## config.mk

```make
export PLATFORM = sky130hd
export DESIGN_NAME = sort_remove_within_tolerance
export DESIGN_NICKNAME = d
export VERILOG_FILES = /design/src/rtl/srwt_pkg.sv /design/src/rtl/srwt_ram.sv /design/src/rtl/srwt_diff_unit.sv /design/src/rtl/sort_remove_within_tolerance.sv
export SDC_FILE = /design/constraint.sdc
export NUM_CORES = 2
export LEC_CHECK = 0
export BUFFER_PORTS_ARGS = -buffer_cell sky130_fd_sc_hd__buf_2
export CAP_MARGIN = 20
export CORE_ASPECT_RATIO = 2
export CORE_UTILIZATION = 30
export DETAILED_ROUTE_END_ITERATION = 6
export PLACE_DENSITY = 0.45
export SLEW_MARGIN = 25
export SYNTH_ARGS = -nofsm -noshare
export SYNTH_HDL_FRONTEND = slang
export SYNTH_SLANG_ARGS = --single-unit
```

## constraint.sdc

```tcl
create_clock -name i_clk -period 7.7 [get_ports i_clk]
set_clock_uncertainty 0.05 [all_clocks]
set_input_delay 1.155 -clock i_clk [delete_from_list [all_inputs] [get_ports i_clk]]
set_output_delay 1.155 -clock i_clk [all_outputs]
set_load 0.02 [all_outputs]
```

## src/rtl/srwt_pkg.sv

```systemverilog
// shared types and constants for the tolerance sort and dedup block
`default_nettype none

package srwt_pkg;

    localparam int DATA_W = 32;   // signed q16.16 sample width
    localparam int TOL_W  = 31;   // unsigned tolerance width

    // result of the shared subtract and compare unit
    typedef struct packed {
        logic less;     // minuend below subtrahend
        logic ge_tol;   // minuend - subtrahend at least the tolerance
    } t_cmp;

endpackage

`default_nettype wire

```

## src/rtl/srwt_ram.sv

```systemverilog
// generic single write, single read ram with registered read data
`default_nettype none

module srwt_ram #(
    parameter int WIDTH = 32,
    parameter int DEPTH = 64
) (
    input  wire logic                     i_clk,
    input  wire logic                     i_we,
    input  wire logic [$clog2(DEPTH)-1:0] i_waddr,
    input  wire logic [WIDTH-1:0]         i_wdata,
    input  wire logic                     i_re,
    input  wire logic [$clog2(DEPTH)-1:0] i_raddr,
    output      logic [WIDTH-1:0]         o_rdata
);

    logic [WIDTH-1:0] r_mem [DEPTH];
    logic [WIDTH-1:0] r_rdata;

    always_ff @(posedge i_clk) begin
        if (i_we) begin
            r_mem[i_waddr] <= i_wdata;
        end
        if (i_re) begin
            r_rdata <= r_mem[i_raddr];
        end
    end

    assign o_rdata = r_rdata;

endmodule

`default_nettype wire

```

## src/rtl/srwt_diff_unit.sv

```systemverilog
// shared 33-bit subtractor with order and tolerance compare
`default_nettype none

module srwt_diff_unit (
    input  wire logic signed [srwt_pkg::DATA_W-1:0] i_minuend,
    input  wire logic signed [srwt_pkg::DATA_W-1:0] i_subtrahend,
    input  wire logic        [srwt_pkg::TOL_W-1:0]  i_tol,
    output      srwt_pkg::t_cmp                     o_cmp
);

    import srwt_pkg::*;

    logic [DATA_W:0] w_diff;

    // exact difference, one guard bit so it never wraps
    assign w_diff = {i_minuend[DATA_W-1], i_minuend}
                  - {i_subtrahend[DATA_W-1], i_subtrahend};

    assign o_cmp.less   = w_diff[DATA_W];
    assign o_cmp.ge_tol = !w_diff[DATA_W]
                       && (w_diff[DATA_W-1:0] >= {1'b0, i_tol});

endmodule

`default_nettype wire

```

## src/rtl/sort_remove_within_tolerance.sv

```systemverilog
// top level: collect a set, sort it, stream out values that clear the tolerance
//
// Values arrive on s_axis one item per cycle while the block is collecting; the
// item with tlast closes the set. Up to MAX_ITEMS values are kept in a ram;
// further values are dropped and every result of that set carries tuser = 1.
// After the closing item s_axis_tready stays low while the set is sorted in
// place by bubble passes and emitted: each pass streams the ram once through a
// single signed compare unit, reading one entry and writing one entry per
// cycle, so a set of n values takes (n-1) passes to sort (none for n = 1). The
// survivors then stream out in ascending order, one value checked per cycle
// unless m_axis back-pressure stalls, through the same unit, which now checks
// next - current >= tolerance on a 33-bit difference. A value survives if it
// is the largest of the set or its successor exceeds it by at least the
// tolerance, so of a run of close values the largest is kept. tlast marks the
// largest value. The block takes new input again the cycle after the last
// result is loaded into the output register. The user must write the tolerance
// on the cfg channel (always ready) only between sets; the block leaves this unenforced.
`default_nettype none

module sort_remove_within_tolerance #(
    parameter int MAX_ITEMS = 64
) (
    input  wire logic                          i_clk,
    input  wire logic                          i_rst_n,
    // config write channel
    input  wire logic                          i_cfg_valid,
    output      logic                          o_cfg_ready,
    input  wire logic [srwt_pkg::TOL_W-1:0]    i_cfg_data,   // [30:0] tolerance
    // input stream
    input  wire logic                          s_axis_tvalid,
    output      logic                          s_axis_tready,
    input  wire logic [srwt_pkg::DATA_W-1:0]   s_axis_tdata,  // [31:0] sample
    input  wire logic                          s_axis_tlast,  // final_item
    // result stream
    output      logic                          m_axis_tvalid,
    input  wire logic                          m_axis_tready,
    output      logic [srwt_pkg::DATA_W-1:0]   m_axis_tdata,  // [31:0] kept_value
    output      logic                          m_axis_tlast,  // run_end
    output      logic [0:0]                    m_axis_tuser   // [0] overflowed
);

    import srwt_pkg::*;

    localparam int AW = $clog2(MAX_ITEMS);       // ram address width
    localparam int CW = $clog2(MAX_ITEMS + 1);   // fill count width

    typedef enum logic [3:0] {
        ST_IDLE,
        ST_SORT_FIRST,
        ST_SORT_PRIME,
        ST_SORT_STEP,
        ST_SORT_TAIL,
        ST_EMIT_FIRST,
        ST_EMIT_PRIME,
        ST_EMIT_CMP,
        ST_EMIT_LAST
    } t_state;

    t_state              r_state, n_state;
    logic [CW-1:0]       r_fill, n_fill;       // values stored in this set
    logic                r_ovf, n_ovf;         // a value was dropped
    logic [CW-1:0]       r_pass, n_pass;       // bubble passes done
    logic [AW-1:0]       r_idx, n_idx;         // address of the data now on the ram output
    logic [DATA_W-1:0]   r_carry, n_carry;     // largest value seen in this pass
    logic [DATA_W-1:0]   r_prev, n_prev;       // candidate awaiting its successor
    logic [TOL_W-1:0]    r_tol;
    logic                r_out_valid, n_out_valid;
    logic [DATA_W-1:0]   r_out_data, n_out_data;
    logic                r_out_last, n_out_last;
    logic                r_out_user, n_out_user;

    // ram and unit hookup
    logic                w_we, w_re;
    logic [AW-1:0]       w_waddr, w_raddr;
    logic [DATA_W-1:0]   w_wdata, w_rdata;
    logic [DATA_W-1:0]   w_sub;
    t_cmp                w_cmp;

    logic                w_full;
    logic [CW-1:0]       w_fill_close;
    logic [AW-1:0]       w_last_idx;
    logic                w_out_free;
    logic                w_is_sort;

    srwt_ram #(
        .WIDTH (DATA_W),
        .DEPTH (MAX_ITEMS)
    ) u_store (
        .i_clk   (i_clk),
        .i_we    (w_we),
        .i_waddr (w_waddr),
        .i_wdata (w_wdata),
        .i_re    (w_re),
        .i_raddr (w_raddr),
        .o_rdata (w_rdata)
    );

    // sorting compares against the pass carry, emission against the candidate
    assign w_is_sort = (r_state == ST_SORT_PRIME) || (r_state == ST_SORT_STEP);
    assign w_sub     = w_is_sort ? r_carry : r_prev;

    srwt_diff_unit u_diff (
        .i_minuend    (w_rdata),
        .i_subtrahend (w_sub),
        .i_tol        (r_tol),
        .o_cmp        (w_cmp)
    );

    assign w_full       = (r_fill >= CW'(MAX_ITEMS));
    assign w_fill_close = w_full ? r_fill : r_fill + CW'(1);
    assign w_last_idx   = AW'(r_fill - CW'(1));
    assign w_out_free   = !r_out_valid || m_axis_tready;

    always_comb begin
        n_state     = r_state;
        n_fill      = r_fill;
        n_ovf       = r_ovf;
        n_pass      = r_pass;
        n_idx       = r_idx;
        n_carry     = r_carry;
        n_prev      = r_prev;
        n_out_valid = r_out_valid && !m_axis_tready;
        n_out_data  = r_out_data;
        n_out_last  = r_out_last;
        n_out_user  = r_out_user;
        w_we        = 1'b0;
        w_waddr     = r_fill[AW-1:0];
        w_wdata     = s_axis_tdata;
        w_re        = 1'b0;
        w_raddr     = r_idx + AW'(1);

        unique case (r_state)
            ST_IDLE: begin
                if (s_axis_tvalid) begin
                    if (!w_full) begin
                        w_we   = 1'b1;
                        n_fill = r_fill + CW'(1);
                    end else begin
                        n_ovf = 1'b1;
                    end
                    if (s_axis_tlast) begin
                        n_pass  = '0;
                        n_state = (w_fill_close >= CW'(2)) ? ST_SORT_FIRST : ST_EMIT_FIRST;
                    end
                end
            end
            ST_SORT_FIRST: begin
                w_re    = 1'b1;
                w_raddr = '0;
                n_idx   = '0;
                n_state = ST_SORT_PRIME;
            end
            ST_SORT_PRIME: begin
                n_carry = w_rdata;
                w_re    = 1'b1;
                n_idx   = r_idx + AW'(1);
                n_state = ST_SORT_STEP;
            end
            ST_SORT_STEP: begin
                // smaller one settles one slot back, larger one moves on
                w_we    = 1'b1;
                w_waddr = r_idx - AW'(1);
                w_wdata = w_cmp.less ? w_rdata : r_carry;
                n_carry = w_cmp.less ? r_carry : w_rdata;
                if (r_idx == w_last_idx) begin
                    n_state = ST_SORT_TAIL;
                end else begin
                    w_re  = 1'b1;
                    n_idx = r_idx + AW'(1);
                end
            end
            ST_SORT_TAIL: begin
                w_we    = 1'b1;
                w_waddr = r_idx;
                w_wdata = r_carry;
                n_pass  = r_pass + CW'(1);
                n_state = (n_pass == r_fill - CW'(1)) ? ST_EMIT_FIRST : ST_SORT_FIRST;
            end
            ST_EMIT_FIRST: begin
                w_re    = 1'b1;
                w_raddr = '0;
                n_idx   = '0;
                n_state = ST_EMIT_PRIME;
            end
            ST_EMIT_PRIME: begin
                n_prev = w_rdata;
                if (r_fill == CW'(1)) begin
                    n_state = ST_EMIT_LAST;
                end else begin
                    w_re    = 1'b1;
                    n_idx   = r_idx + AW'(1);
                    n_state = ST_EMIT_CMP;
                end
            end
            ST_EMIT_CMP: begin
                // ram output holds while the result register is busy
                if (!w_cmp.ge_tol || w_out_free) begin
                    if (w_cmp.ge_tol) begin
                        n_out_valid = 1'b1;
                        n_out_data  = r_prev;
                        n_out_last  = 1'b0;
                        n_out_user  = r_ovf;
                    end
                    n_prev = w_rdata;
                    if (r_idx == w_last_idx) begin
                        n_state = ST_EMIT_LAST;
                    end else begin
                        w_re  = 1'b1;
                        n_idx = r_idx + AW'(1);
                    end
                end
            end
            ST_EMIT_LAST: begin
                // largest value always survives
                if (w_out_free) begin
                    n_out_valid = 1'b1;
                    n_out_data  = r_prev;
                    n_out_last  = 1'b1;
                    n_out_user  = r_ovf;
                    n_fill      = '0;
                    n_ovf       = 1'b0;
                    n_state     = ST_IDLE;
                end
            end
            default: begin
                n_state = ST_IDLE;
            end
        endcase
    end

    always_ff @(posedge i_clk) begin
        if (!i_rst_n) begin
            r_state     <= ST_IDLE;
            r_fill      <= '0;
            r_ovf       <= 1'b0;
            r_out_valid <= 1'b0;
            r_tol       <= '0;
        end else begin
            r_state     <= n_state;
            r_fill      <= n_fill;
            r_ovf       <= n_ovf;
            r_out_valid <= n_out_valid;
            if (i_cfg_valid) begin
                r_tol <= i_cfg_data;
            end
        end
        r_pass     <= n_pass;
        r_idx      <= n_idx;
        r_carry    <= n_carry;
        r_prev     <= n_prev;
        r_out_data <= n_out_data;
        r_out_last <= n_out_last;
        r_out_user <= n_out_user;
    end

    assign o_cfg_ready     = 1'b1;
    assign s_axis_tready   = (r_state == ST_IDLE);
    assign m_axis_tvalid   = r_out_valid;
    assign m_axis_tdata    = r_out_data;
    assign m_axis_tlast    = r_out_last;
    assign m_axis_tuser[0] = r_out_user;

endmodule

`default_nettype wire

```

# == Yosys cells after proc, flatten, opt, wreduce, memory -nomap -nowiden ==
# Memory sizes are Yosys's and may differ from the RTL's. A register that Yosys moved wholly into a read port is not among the register bits.
# Index checks and enable logic that the tools add are counted.
# word_totals
register_bits,155
ram_bits,2048
in_bits,69
output_inout_bits,37
word_cells,129
mem_count,1
# memory_table
name,words,width,read_ports,rd_ports_with_merged_regs,write_ports,line,source
u_store.r_mem,64,32,1,1,1,srwt_ram.sv:17,logic [WIDTH-1:0] r_mem [DEPTH];
# classes
add_sub_neg,6
n_lt_le_gt_ge,3
n_eq_ne,21
n_mux,59
n_reduce_logical,27
# ops
operator,count
32-bit one-hot mux with 2 select lines,4
32-bit 2-to-1 mux,7
4-bit one-hot mux with 9 select lines,1
7-bit 2-to-1 mux,5
32-bit by 32-bit subtractor with 33-bit output,1
32-bit by 31-bit >= comparator with 1-bit output,1
6-bit one-hot mux with 5 select lines,1
4-bit 2-to-1 mux,7
7-bit one-hot mux with 2 select lines,2
6-bit 2-to-1 mux,4
1-bit 2-to-1 mux,19
4-bit by 3-bit equality test with 1-bit output (second input constant),4
7-bit by 1-bit adder with 7-bit output (second input constant),2
2-bit != test (second input constant),7
6-bit one-hot mux with 2 select lines,1
1-bit one-hot mux with 2 select lines,5
2-bit nonzero test,5
3-bit AND reduction,3
4-bit by 2-bit equality test with 1-bit output (second input constant),2
4-bit AND reduction,2
7-bit by 1-bit equality test with 1-bit output (second input constant),1
7-bit equality test,1
7-bit by 2-bit >= comparator with 1-bit output (second input constant),1
7-bit >= comparator (second input constant),1
18 further kinds,29

# == Longest topological paths before layout ==
# depth
depth_word,10
ltp_mapped,25
mapped_depth_nobuf,23

# == Cells and area by module ==
# A second synthesis with hierarchy kept.
# hier_totals
hier_cells,4256
area_unflattened_um2,88403.5
# modules_own_cells
module,instances,cells_each,area_per_inst_um2
srwt_ram,1,3324,78835.6
sort_remove_within_tolerance,1,565,7029.2
srwt_diff_unit,1,367,2538.7

# == Worst setup path after synthesis ==
# OpenSTA, ideal clock, no wires.
# synth_path
path_type,reg-to-reg
start,register r_state[3]
end,"register r_prev[0], enable pin"
setup_time_ps,480
t_arrival_ps,7962
path_slack_ps,-793
stages_incl_launch_ff,25
n_path_buf,3
path_cell_list,dfxtp_1 clkbuf_1 nor3b_1 clkbuf_1 clkbuf_1 mux2i_1 ha_1 a21oi_1 a2111oi_0 nor2_1 a211oi_2 o41ai_2 o41ai_2 a21o_1 a21oi_1 xnor2_1 ha_1 nand3_1 a21boi_0 o31a_1 a41oi_1 nand3b_1 or4b_1 and3b_1 a311oi_1
# synth_between
elab_chain_len,10
# synth_rtl
item,line,source
start: declaration,sort_remove_within_tolerance.sv:59,"t_state r_state, n_state;"
start signal: assignment,sort_remove_within_tolerance.sv:239,r_state <= n_state;
4-bit by 2-bit equality test with 1-bit output,sort_remove_within_tolerance.sv:99,assign w_is_sort = (r_state == ST_SORT_PRIME) || (r_state == ST_SORT_STEP);
1-bit logical OR,sort_remove_within_tolerance.sv:99,
32-bit 2-to-1 mux,sort_remove_within_tolerance.sv:100,assign w_sub = w_is_sort ? r_carry : r_prev;
32-bit by 32-bit subtractor with 33-bit output,srwt_diff_unit.sv:17,"- {i_subtrahend[DATA_W-1], i_subtrahend};"
32-bit by 31-bit >= comparator with 1-bit output or 1-bit logical NOT (tied branches),"srwt_diff_unit.sv:21, srwt_diff_unit.sv:20",
1-bit logical AND,srwt_diff_unit.sv:21,"&& (w_diff[DATA_W-1:0] >= {1'b0, i_tol});"
1-bit logical NOT,sort_remove_within_tolerance.sv:197,if (!w_cmp.ge_tol || w_out_free) begin
1-bit logical OR,sort_remove_within_tolerance.sv:197,
2-bit != test (no source line),--,
2-bit AND reduction (no source line) (*),--,
end signal: assignment,sort_remove_within_tolerance.sv:250,r_prev <= n_prev;
end: declaration,sort_remove_within_tolerance.sv:65,"logic [DATA_W-1:0] r_prev, n_prev;"
# Mark *: on every way between the ends. The rest lies on a longest branch, timed or not.
# A chain may end at the register's enable or synchronous reset.

# == Final worst setup path ==
# layout_path
start,register r_state[1]
end,"register r_prev[11], enable pin"
# Same word-level chain as after synthesis.

==> impl_results.md <==
* Crit path max-delay family: compound AO/OA/AOI/OAI gates
* Root buffer cell: clkbuf_16
* Min-Delay Startpoint: r_ovf$_SDFFE_PN0P_
* Crit Reg-Reg Startpoint: r_state[1]$_SDFFE_PN0P_
* Worst Setup Slack, final at around 580 ps
* Fmax at between 100 and 150 MHz
* Seq cells post-synth at approximately 2200
* Initial DRC count at approximately 4200
* NumNets Final at around 6500
* Hold/Removal Path Class: reg -> reg
* Worst hold path endpoint: m_axis_tuser$_DFFE_PP_
* Antenna viol nets, final at 0
* Synth cell types at 74
* Worst path arrival time at approximately 7600 ps
* Core ar. at just under 300000 um^2
* Row count at 282
* Wire per inst at roughly 26 um
* Initial core utilization at roughly 30%
* Mapped Cells at around 6300
* Tmin final at a little over 7000 ps
* Seq/Total Area, Yosys at 74.8%
* Vias in the first global route at ~56000
* H-tree levels at 4
* Most used cell, CP: buf_4
* Tot Pwr at ~45 mW
* Synthesis Warnings at 0
* CTS sink cnt at between 2000 and 2500
* Final hold violations at 0
* Worst setup EP type: register
* First-pass GRT wire length at around 390000 um
* CP Class: reg -> reg
* Worst vdd ir at 0.395 mV
* WL final at 271000 um
* Chip width at roughly 390 um
* Share of cells above drive strength 1 at 10.6%
* Largest net degree at the start of global routing at approximately 140
* Crit Reg-Reg Endpoint: r_prev[11]$_DFFE_PP_
* Syn nets at 6407
* Setup TNS at 0 ps
* Fin crit share at 92.5%
* Status: finished, final reports clean
* Clock transition at the registers of the reported paths at roughly 70 ps
* Setup WS pre-CTS at 497 ps
* Worst-path cell with the longest stage delay: a2111oi_0
* Post-CTS Setup Inserts at 0
* DRC at 0
* Non-Filler Instances at between 10000 and 15000
* CTS Hold Bufs at 0
* Initial antenna violation count at 2
* Slowest stage delay, CP at approximately 550 ps
* Fillers at between 20000 and 30000
* TritonRoute pass-1 iters at 5
* I/O pin total at approximately 110
* TritonCTS Buffers at about 200
* Placed cell count at between 9000 and 10000
* Via count at about 55000
* P&R area growth vs syn at 13.7%
* Hold Path Cell Cnt at 0
* Core Util, Final at around 34%
* Synthesized cell area at slightly below 90000 um^2
* Top_reg_cell synth: edfxtp_1
* Leak at roughly 32 nW
* CP Max Fanout at 32
* Slew HR at between 20 and 30%
* Die area at roughly 300000 um^2
* PwrDens at 449 nW/um^2
* Vias per cell at roughly 5.4
* Syn Area/Cell at about 14 um^2
* Detailed placer's ending HPWL at 159000 um
* Placer's final routability congestion estimate at just over 0.8
* FF-to-FF setup slack at a little under 600 ps
* Async SR Flop Fraction at 0%
* Gr usage total at 17.7%
* Final Slew Violations at 0
* # setup viols final at 0
* I/O Buffers at around 100
* TritonCTS clock tree: yes
* GRT overflow at 0
* Crit path buf inv count at 5
* Post_cts resized at 0
* Req. time, crit path at a little over 8000 ps
* Max-cap viol count at 0
* Worst Reg-to-Reg Cells at 25
* Maximum root-to-sink buffer count at 4
* Height of the die at approximately 770 um
* Actual slew at the worst max-slew pin at ~1100 ps
* Nature of the critical path startpoint: register
* RSZ-0062 raised after global routing: false
* Clock latency on the worst-skew pair at roughly 870 ps
* Post-synth EDFFs at ~2200
worst register-to-register path, cell delays in order, from the launching register on:
cell and delay, ps:
dfxtp_1 520, nor3b_2 240, buf_4 300, mux2_2 390
ha_1 200, nand3b_1 180, a2111oi_0 550, buf_4 210
nor2_1 80, a211oi_2 400, o41ai_2 170, o41ai_2 460
buf_4 200, nand4_1 90, nand2_1 100, xor2_1 150
ha_1 250, and3_1 230, o31a_1 130, a41oi_1 210
nand3b_1 100, or4b_1 480, and3b_1 300, buf_4 190
a311oi_4 320, buf_12 240
placed cells by master, fill, tap and decap left out, types with 34 or more instances in the layout:
master / instances
buf_4: 177
a311oi_1: 129
nor2_4: 65
nor2b_1: 40
a31oi_1: 135
ha_1: 70
mux2i_1: 62
o221ai_1: 513
a211oi_1: 69
nor2_1: 75
nand3_1: 532
buf_12: 34
a21oi_1: 371
dfxtp_1: 44
nand2_1: 1112
inv_1: 46
buf_2: 106
edfxtp_1: 2191
clkinv_1: 74
clkinv_2: 42
clkbuf_16: 200
synthesized netlist by cell type (40+ instances only):
library cell | instances | area [um^2]
edfxtp_1 | 2191 | 65800
nand2_1 | 1114 | 4180
nand3_1 | 532 | 2660
o221ai_1 | 513 | 4490
clkbuf_1 | 422 | 1580
a21oi_1 | 372 | 1860
nor2_1 | 142 | 533
a31oi_1 | 135 | 845
a311oi_1 | 130 | 1140
inv_1 | 78 | 293
ha_1 | 70 | 876
a211oi_1 | 69 | 518
mux2i_1 | 62 | 621
dfxtp_1 | 44 | 881
nor2b_1 | 40 | 250
power by group:
| part | leakage [nW] | switching [mW] | internal, mW |
|---|---|---|---|
| Combinational | 8.82 | 14.5 | 5.35 |
| Clock | 2.98 | 4.46 | 5.28 |
| Sequential | 20.1 | 0.293 | 15.5 |
| Total | 31.9 | 19.3 | 26.2 |
per-stage QoR:
step,cell area (um^2),hold slack (ps)
floorplan,89100,359
global placement,95200,389
detailed placement,95200,397
CTS,101000,413
global route,101000,417
finish,101000,409
state kept, by name, indices dropped and copies added (netlist names), 4 cells and up:
name,cells
r_pass,7
u_store.o_rdata,32
r_tol,31
r_state,4
m_axis_tdata,32
r_prev,32
r_fill,7
r_idx,6
u_store.r_mem,2048
r_carry,32
how the worst max path moves through the flow:
stage	start	to	slack [ps]	cells after the start
after CTS	r_state[1]$_SDFFE_PN0P_	r_prev[11]$_DFFE_PP_	460	25
final	r_state[1]$_SDFFE_PN0P_	r_prev[11]$_DFFE_PP_	580	25
after detailed placement	r_state[1]$_SDFFE_PN0P_	r_prev[3]$_DFFE_PP_	500	25
after global routing	r_state[1]$_SDFFE_PN0P_	r_prev[12]$_DFFE_PP_	100	25
after floorplan	r_state[3]$_SDFFE_PN0P_	r_prev[0]$_DFFE_PP_	300	24
after global placement	r_state[1]$_SDFFE_PN0P_	r_prev[3]$_DFFE_PP_	480	25
layer usage:
metal  up-vias  part of all wire, %  track usage, %
li1      24585                    -               -
met1     28693                   37            19.8
met2      1486                   55            34.4
met3       405                  3.9            1.57
met4         0                  3.5            6.26
met5         -                    0               0
layout make-up:
cell class	count	area (um^2)	area share (%)
multi-input combinational	3476	20900	20.6
timing repair buffer	317	2540	2.51
clock inverter	115	947	0.935
inverter	81	324	0.320
sequential	2235	66700	65.8
antenna	2	5.00	0.00494
tap	3834	4800	4.74
clock buffer	233	5130	5.06
logic make-up after synthesis:
| logic type | Yosys count | share of synthesized area (%) |
|---|---|---|
| flip-flops | 2235 | 74.8 |
| XOR/XNOR | 60 | 0.590 |
| adder cells (fa/ha/maj) | 71 | 1.01 |
| AND/OR/NAND/NOR | 1906 | 9.14 |
| AO/OA/AOI/OAI | 1375 | 11.3 |
| other | 1 | 0.00421 |
| buffers and inverters | 556 | 2.38 |
| multiplexers | 63 | 0.709 |
Note: power is estimated with default switching activity, not from simulation.
